<file path="config.mk">
export PLATFORM = sky130hd
export DESIGN_NAME = thumb_register_alu
export DESIGN_NICKNAME = d
export VERILOG_FILES = /design/src/sv/thb_alu_pkg.sv /design/src/sv/thumb_register_alu.sv /design/src/sv/thb_alu_core.sv
export SDC_FILE = /design/constraint.sdc
export NUM_CORES = 2
export LEC_CHECK = 0
export ABC_AREA = 1
export BUFFER_PORTS_ARGS = -buffer_cell sky130_fd_sc_hd__buf_2
export CORE_AREA = 10 10 363 365
export CTS_BUF_LIST = sky130_fd_sc_hd__clkbuf_4 sky130_fd_sc_hd__clkbuf_8 sky130_fd_sc_hd__clkbuf_16
export DETAILED_ROUTE_END_ITERATION = 12
export DIE_AREA = 0 0 373 375
export HOLD_SLACK_MARGIN = 0.02
export MAX_ROUTING_LAYER = met4
export PLACE_DENSITY = 0.36
export SLEW_MARGIN = 20
export SYNTH_ARGS = -nofsm -noshare
export SYNTH_HDL_FRONTEND = slang
export SYNTH_SLANG_ARGS = --single-unit
</file>
<file path="constraint.sdc">
create_clock -name clk -period 10.3 [get_ports clk]
set_clock_uncertainty 0.05 [all_clocks]
set_input_delay 0 -clock clk [delete_from_list [all_inputs] [get_ports clk]]
set_output_delay 0 -clock clk [all_outputs]
set_load 0.01 [all_outputs]
</file>
<file path="src/sv/thb_alu_pkg.sv">
package thb_alu_pkg;

	// thumb format 4 alu opcodes
	typedef enum logic [3:0] {
		OP_AND = 4'd0,
		OP_EOR = 4'd1,
		OP_LSL = 4'd2,
		OP_LSR = 4'd3,
		OP_ASR = 4'd4,
		OP_ADC = 4'd5,
		OP_SBC = 4'd6,
		OP_ROR = 4'd7,
		OP_TST = 4'd8,
		OP_NEG = 4'd9,
		OP_CMP = 4'd10,
		OP_CMN = 4'd11,
		OP_ORR = 4'd12,
		OP_MUL = 4'd13,
		OP_BIC = 4'd14,
		OP_MVN = 4'd15
	} op_t;

	localparam int unsigned DATA_W = 32;

	// one operation item
	typedef struct packed {
		logic [3:0]        mode;
		logic [DATA_W-1:0] first_operand;
		logic [DATA_W-1:0] second_operand;
		logic              carry_in;
		logic              overflow_in;
	} in_t;

	// one result item
	typedef struct packed {
		logic [DATA_W-1:0] result;
		logic              write_enable;
		logic              negative_flag;
		logic              zero_flag;
		logic              carry_out;
		logic              overflow_out;
		logic              extra_cycle;
	} out_t;

endpackage

</file>
<file path="src/sv/thumb_register_alu.sv">
// Thumb register ALU: runs one of the sixteen format 4 operations per item.
// Input channel in_valid/in_ready carries in_item: opcode, Rd and Rs values,
// and the current C and V flags. Output channel out_valid/out_ready carries
// out_item: the value for Rd, its write enable, the new N Z C V flags and
// the mark for register-specified shifts.
// An item is captured in the input register, worked
// out by the ALU (shared adder, barrel shifter, 32x32 low-half multiplier)
// and held in the result register, where it is shown on the output.
// Throughput is one item per cycle while the receiver does not stall; the multiplier path sets the clock.
// When the receiver stalls, the result register holds its item and the
// input register may still take one more item; in_ready drops only when
// both are full and out_ready is low.
// Reset clears both valid bits; no result is shown until an item arrives.
module thumb_register_alu
	import thb_alu_pkg::*;
(
	input  logic clk,
	input  logic arst_n,
	input  logic in_valid,
	output logic in_ready,
	input  in_t  in_item,
	output logic out_valid,
	input  logic out_ready,
	output out_t out_item
);

	logic v_s1;
	in_t  item_s1;
	logic v_s2;
	out_t res_s2;
	out_t core_res;
	logic adv_s2;

	// stage handshake
	assign adv_s2   = !v_s2 || out_ready;
	assign in_ready = !v_s1 || adv_s2;

	// valid bits
	always_ff @(posedge clk or negedge arst_n) begin
		if (!arst_n) begin
			v_s1 <= 1'b0;
			v_s2 <= 1'b0;
		end else begin
			if (in_ready) begin
				v_s1 <= in_valid;
			end
			if (adv_s2) begin
				v_s2 <= v_s1;
			end
		end
	end

	// input register
	always_ff @(posedge clk) begin
		if (in_valid && in_ready) begin
			item_s1 <= in_item;
		end
	end

	thb_alu_core u_core (
		.op_item  (item_s1),
		.res_item (core_res)
	);

	// result register
	always_ff @(posedge clk) begin
		if (adv_s2 && v_s1) begin
			res_s2 <= core_res;
		end
	end

	assign out_valid = v_s2;
	assign out_item  = res_s2;

endmodule

</file>
<file path="src/sv/thb_alu_core.sv">
module thb_alu_core
	import thb_alu_pkg::*;
(
	input  in_t  op_item,
	output out_t res_item
);

	op_t               op;
	logic [DATA_W-1:0] a;
	logic [DATA_W-1:0] b;
	logic [7:0]        amt;
	logic [4:0]        sh;
	logic              amt_zero;

	// shifter intermediates
	logic [DATA_W:0]       lsl_full;
	logic [DATA_W:0]       lsr_full;
	logic [DATA_W:0]       asr_full;
	logic [2*DATA_W-1:0]   ror_full;

	// shared adder
	logic [DATA_W-1:0] add_x;
	logic [DATA_W-1:0] add_y;
	logic              add_ci;
	logic [DATA_W:0]   add_sum;
	logic              add_v;

	logic [DATA_W-1:0] prod;
	logic [DATA_W-1:0] r;
	logic              c;
	logic              v;

	assign op       = op_t'(op_item.mode);
	assign a        = op_item.first_operand;
	assign b        = op_item.second_operand;
	assign amt      = b[7:0];
	assign sh       = amt[4:0];
	assign amt_zero = (amt == 8'd0);

	// barrel shifts; for LSL, LSR and ASR the last bit shifted out is kept in the extra bit
	assign lsl_full = {1'b0, a} << sh;
	assign lsr_full = {a, 1'b0} >> sh;
	assign asr_full = $unsigned($signed({a, 1'b0}) >>> sh);
	assign ror_full = {a, a} >> sh;

	// operand select for the adder
	always_comb begin
		add_x  = a;
		add_y  = b;
		add_ci = op_item.carry_in;
		case (op)
			OP_SBC: add_y = ~b;
			OP_NEG: begin
				add_x  = '0;
				add_y  = ~b;
				add_ci = 1'b1;
			end
			OP_CMP: begin
				add_y  = ~b;
				add_ci = 1'b1;
			end
			OP_CMN: add_ci = 1'b0;
			default: ;
		endcase
	end

	assign add_sum = {1'b0, add_x} + {1'b0, add_y} + {{DATA_W{1'b0}}, add_ci};
	assign add_v   = (add_x[DATA_W-1] ^ add_sum[DATA_W-1])
		& (add_y[DATA_W-1] ^ add_sum[DATA_W-1]);

	// low half of the product
	assign prod = a * b;

	// result and carry/overflow select
	always_comb begin
		r = a;
		c = op_item.carry_in;
		v = op_item.overflow_in;
		case (op)
			OP_AND, OP_TST: r = a & b;
			OP_EOR:         r = a ^ b;
			OP_ORR:         r = a | b;
			OP_BIC:         r = a & ~b;
			OP_MVN:         r = ~b;
			OP_MUL: begin
				r = prod;
				c = 1'b0;
			end
			OP_ADC, OP_SBC, OP_NEG, OP_CMP, OP_CMN: begin
				r = add_sum[DATA_W-1:0];
				c = add_sum[DATA_W];
				v = add_v;
			end
			OP_LSL: begin
				if (amt_zero) begin
					r = a;
				end else if (amt < 8'd32) begin
					r = lsl_full[DATA_W-1:0];
					c = lsl_full[DATA_W];
				end else if (amt == 8'd32) begin
					r = '0;
					c = a[0];
				end else begin
					r = '0;
					c = 1'b0;
				end
			end
			OP_LSR: begin
				if (amt_zero) begin
					r = a;
				end else if (amt < 8'd32) begin
					r = lsr_full[DATA_W:1];
					c = lsr_full[0];
				end else if (amt == 8'd32) begin
					r = '0;
					c = a[DATA_W-1];
				end else begin
					r = '0;
					c = 1'b0;
				end
			end
			OP_ASR: begin
				if (amt_zero) begin
					r = a;
				end else if (amt < 8'd32) begin
					r = asr_full[DATA_W:1];
					c = asr_full[0];
				end else begin
					r = {DATA_W{a[DATA_W-1]}};
					c = a[DATA_W-1];
				end
			end
			OP_ROR: begin
				// nonzero multiples of 32 leave the word as is, carry takes bit 31
				if (!amt_zero) begin
					r = ror_full[DATA_W-1:0];
					c = ror_full[DATA_W-1];
				end
			end
			default: r = a;
		endcase
	end

	// pack the result item
	always_comb begin
		res_item               = '0;
		res_item.result        = r;
		res_item.write_enable  = !(op inside {OP_TST, OP_CMP, OP_CMN});
		res_item.negative_flag = r[DATA_W-1];
		res_item.zero_flag     = (r == '0);
		res_item.carry_out     = c;
		res_item.overflow_out  = v;
		res_item.extra_cycle   = (op inside {OP_LSL, OP_LSR, OP_ASR, OP_ROR});
	end

endmodule

</file>
# Word level (Yosys, flattened, before mapping)
# Cells that the tools add are included.
[totals]
register_bits = 110
input_bits = 74
output_inout_bits = 40
elab_cells = 84
[classes]
n_addsub = 2
multipliers = 1
order_cmp = 1
n_eq_ne = 16
shift = 4
n_mux = 22
n_bitwise = 8
n_reduce_logical = 16
[op_table]
columns = ["cell", "n"]
rows = [
  ["$pmux W32 S11", 1],
  ["$mux W32", 9],
  ["$and A32 B32 Y32", 2],
  ["$shr A64 B5 Y32", 1],
  ["$add A32 B32 Y33", 1],
  ["$add A33 B1 Y33", 1],
  ["$shl A32 B5 Y33", 1],
  ["$shr A33 B5 Y33", 1],
  ["$sshr A33 B5 Y33", 1],
  ["$eq A4 B4 Y1 const B", 8],
  ["$logic_not A32 Y1", 1],
  ["$mul A32 B32 Y32", 1],
  ["$not A32 Y32", 1],
  ["$or A32 B32 Y32", 1],
  ["$xor A32 B32 Y32", 1],
  ["$eq A4 B3 Y1 const B", 4],
  ["$mux W1", 10],
  ["$eq A4 B2 Y1 const B", 2],
  ["$eq A8 B6 Y1 const B", 1],
  ["$logic_not A8 Y1", 1],
  ["$lt A8 B6 Y1 const B", 1],
  ["$pmux W1 S6", 1],
  ["$reduce_or A5 Y1", 1],
  ["$eq A4 B1 Y1 const B", 1],
  ["11 further kinds", 17],
]

# Logic depth before layout (Yosys ltp)
[logic_depth]
word_depth = 8
depth_mapped = 38
mapped_depth_nobuf = 33

# By module
# A second synthesis with hierarchy kept.
[hier_totals]
cells_unflattened = 4625
area_unflattened_um2 = 31056.0
[modules_own_cells]
columns = ["mod", "instances", "cells_per_inst", "area_per_inst_um2", "seq_area_each_um2"]
rows = [
  ["thb_alu_core", 1, 4505, 27717.8, 0.0],
  ["thumb_register_alu", 1, 120, 3338.2, 3293.2],
]

# Worst setup path after synthesis
# Ideal clock, no wire load.
[synth_timing]
path_kind = "flip-flop to flip-flop"
from = "register item_s1[5] in the netlist's numbering"
to = "register res_s2 (netlist bit out_item[3]) (data pin)"
setup_time_ps = 150
arrival_ps = 7424
required_ps = 10100
path_slack_ps = 2677
stages_incl_launch_ff = 33
n_path_buf = 5
synth_period_minus_slack_ps = 7623
path_cell_list = "edfxtp_1 -> buf_2 -> clkbuf_1 -> buf_1 -> clkbuf_1 -> buf_1 -> nand2_1 -> inv_1 -> fa_1 -> fa_1 -> fa_1 -> inv_1 -> fa_1 -> inv_1 -> fa_1 -> fa_1 -> fa_1 -> fa_1 -> ha_1 -> a21oi_1 -> o21ai_0 -> a21oi_1 -> nand3_1 -> or2_2 -> nand3_1 -> nand2_1 -> nor2_1 -> nand3_1 -> nor2_1 -> nand2_1 -> nor2_1 -> nand2_1 -> nor3_2"
[synth_lines]
columns = ["item", "line", "source"]
rows = [
  ["start, declared", "thumb_register_alu.sv:28", "in_t item_s1;"],
  ["start signal, assigned", "thumb_register_alu.sv:56", "item_s1 <= in_item;"],
  ["end signal, assigned", "thumb_register_alu.sv:68", "res_s2 <= core_res;"],
  ["end, declared", "thumb_register_alu.sv:30", "out_t res_s2;"],
]

==> summary.md <==
| Metric | Value |
|---|---|
| Worst Hold Class | `primary input to flop` |
| Multi-input gate area | `22870 sq um` |
| Max cap viols | `0` |
| Slowest stage delay, CP | `1.03 ns` |
| DRC viols | `0` |
| Worst Setup End Kind | `flop` |
| Slew @ Worst Pin | `1.174 ns` |
| Post-Synth Simple-Gate Area | `28.49%` |
| Yosys reg bits | `109` |
| Global route overflow | `0` |
| Placed insts | `6238` |
| FF/Latch Area | `3263 sq um` |
| Max-slew headroom | `21.72%` |
| I/O Pins | `114` |
| Crit-path most repeated cell | `fa_1` |
| Resized Gates After CTS | `0` |
| Fin crit share | `84.20%` |
| Share of flip-flops with an asynchronous set or reset after synthesis | `1.835%` |
| WP buf/inv | `6` |
| Min Hold Slack | `0.1911 ns` |
| Full die area | `139900 sq um` |
| Sequential fraction of the synthesis area | `10.57%` |
| Library cells used by synthesis | `57` |
| Vias | `30000` |
| CTS Hold Bufs | `76` |
| Cell family with most CP delay | `adder cells` |
| Antenna violations before repair | `7` |
| Post-Synth Adder-Cell Area | `34.82%` |
| CP Launch Type | `flop` |
| Synth Area per Inst | `6.706 sq um` |
| RSZ-0062 raised after global routing | `false` |
| Clk sinks | `109` |
| Die Ht | `375 um` |
| CP max-delay cell | `edfxtp_1` |
| Fin Setup TNS | `0 ns` |
| Layout cells sized above 1 | `7.415%` |
| Vias per cell | `4.738` |
| Die width | `373 um` |
| Run status | `finished, final reports clean` |
| Core Rows | `130` |
| Post-Syn Area | `30870 sq um` |
| Post-synthesis xor/xnor area fraction | `1.476%` |
| GRT Total Usage | `22.26%` |
| Synth area leader | `fa_1` |
| Routed Antenna Nets | `0` |
| Hold Path Depth | `2` |
| Largest net degree at the start of global routing | `73` |
| Crit path DAT | `8.91 ns` |
| Worst EP required | `10.54 ns` |
| Synth Instances | `4603` |
| CP Max Fanout | `14` |
| Setup bufs post-CTS | `0` |
| TritonCTS Buffers | `9` |
| First-pass GRT wire length | `223000 um` |
| Placer Congestion | `0.9833` |
| Synth area leaders | `fa_1 27%, nand2_1 17%, inv_1 12%, edfxtp_1 10%, ha_1 8.2%` |
| Reg2Reg Setup Slack | `1.63 ns` |
| Layout area overhead | `11.34%` |
| Number of synthesized flops with an enable pin | `107` |
| End of the worst register-to-register path | `out_item[3]` |
| CTS Buffer Depth | `2` |
| TritonCTS clock tree | `yes` |
| Crit path time final | `8.672 ns` |
| Max Slew Vio Count | `0` |
| 1st-pass router iterations | `6` |
| Clock slew at reported path FFs | `0.11 ns` |
| Commonest cells in the netlist | `1359 x nand2_1, 964 x inv_1, 410 x fa_1, 355 x nand3_1, 252 x nor2_1` |
| Post-synth top flop | `edfxtp_1` |
| Initial Utilization | `24.74%` |
| Largest family of logic cells by synthesized area | `adder cells` |
| Top-count cell post-synth | `nand2_1` |
| Post-DP Area | `33310 sq um` |
| CTS Root Buffer Type | `clkbuf_16` |
| H-tree lvl count | `3` |
| Drt wl/cell | `24.22 um` |
| Fmax | `115.3 MHz` |
| Setup violators final | `0` |
| Hold path startpoint | `in_item[65]` |
| Net count after synthesis | `5290` |
| Hold EP | `item_s1[65]` |
| Iteration-0 DRC Markers | `2439` |
| Worst-case reg-to-reg path depth | `30` |
| Crit path kind | `flop to flop` |
| FF-to-FF Start | `item_s1[9]` |
| Synth warn | `0` |
| Synth Area in Compound Gates | `9.044%` |
| Clk_lat worst skew | `0.46 ns` |
| DP Wirelength | `126400 um` |
| Nets | `5362` |
| Final cell count without fillers | `6332` |
| Mux cell area share after synthesis | `0.1297%` |
| # port buffers | `113` |
| Drt total wl | `153300 um` |
| Total core area | `124800 sq um` |
| Hold Fails Final Rpt | `0` |
| Fill cells | `13988` |
| Final instance area | `34370 sq um` |
| Vias in the first global route | `30213` |
| Synth top area share | `26.59%` |
==> registers in the layout (all words and copies together), names as in the netlist <==
signal and cells:
item_s1 70, out_item 37, out_valid 1, v_s1 1
==> worst register-to-register path: cells and delay by family (launching register included) <==
family	cells	cell delay (ns)
flip-flops	1	1.03
AO/OA/AOI/OAI	3	0.73
adder cells (fa/ha/maj)	9	4.28
buffers and inverters	6	0.73
AND/OR/NAND/NOR	12	1.67
==> metrics by stage <==
| step | util (%) | setup WS, ns |
|---|---|---|
| 3_5_place_dp | 26.70 | 1.722 |
| 6_report | 27.55 | 1.628 |
| 2_1_floorplan | - | 2.677 |
| 4_1_cts | 27.54 | 1.608 |
| 5_1_grt | 27.55 | 1.205 |
| 3_3_place_gp | 26.70 | 1.613 |
==> final cells by class <==
| cell class | count | share of cell area [%] |
|---|---|---|
| flip-flops and latches | 109 | 9.495 |
| clock inverters | 7 | 0.2002 |
| inverters | 1005 | 10.99 |
| diodes | 2 | 0.01456 |
| well taps | 1650 | 6.007 |
| multi-input cells | 3264 | 66.55 |
| clock buffers | 9 | 0.6553 |
| repair buffers | 286 | 6.087 |
==> cells by family after synthesis <==
group	Yosys count
buffers and inverters	1230
adder cells (fa/ha/maj)	613
XOR/XNOR	52
multiplexers	4
AND/OR/NAND/NOR	2110
AO/OA/AOI/OAI	485
flip-flops	109
==> placed cells by master (no fill, tap or decap), types with 11 or more instances in the layout <==
cell type	n
inv_1	962
nand2_1	1359
o21ai_1	52
nand3b_1	15
buf_4	94
inv_2	38
o21ai_0	133
a21oi_2	18
nand4_1	50
buf_2	113
edfxtp_1	107
o21a_1	11
nand2_2	20
ha_1	203
nor2_1	250
o22ai_1	25
xor2_1	44
dlygate4sd3_1	76
nand3_1	355
o211ai_1	28
a21oi_1	164
nor3_1	18
fa_1	410
==> metal layers <==
layer	up-vias	part of all wire, %	routed length, um	GRT usage, %
met4	0	2.4	3698	5.266
met3	108	4.1	6341	1.528
li1	14192	-	-	-
met1	14908	47	71520	29.90
met5	-	0	0	-
met2	792	47	71780	36.42
==> worst max-delay path by stage <==
stage / from / to / depth (start not counted)
after detailed placement: item_s1[9] / out_item[3] / 30
after CTS: item_s1[9] / out_item[3] / 30
final: item_s1[9] / out_item[3] / 30
after floorplan: item_s1[5] / out_item[3] / 32
after global routing: item_s1[9] / out_item[3] / 32
after global placement: item_s1[9] / out_item[3] / 30
Power is left out: the tool's default activity adds up to more than one toggle a clock period on the data nets, which glitch-free logic cannot reach.
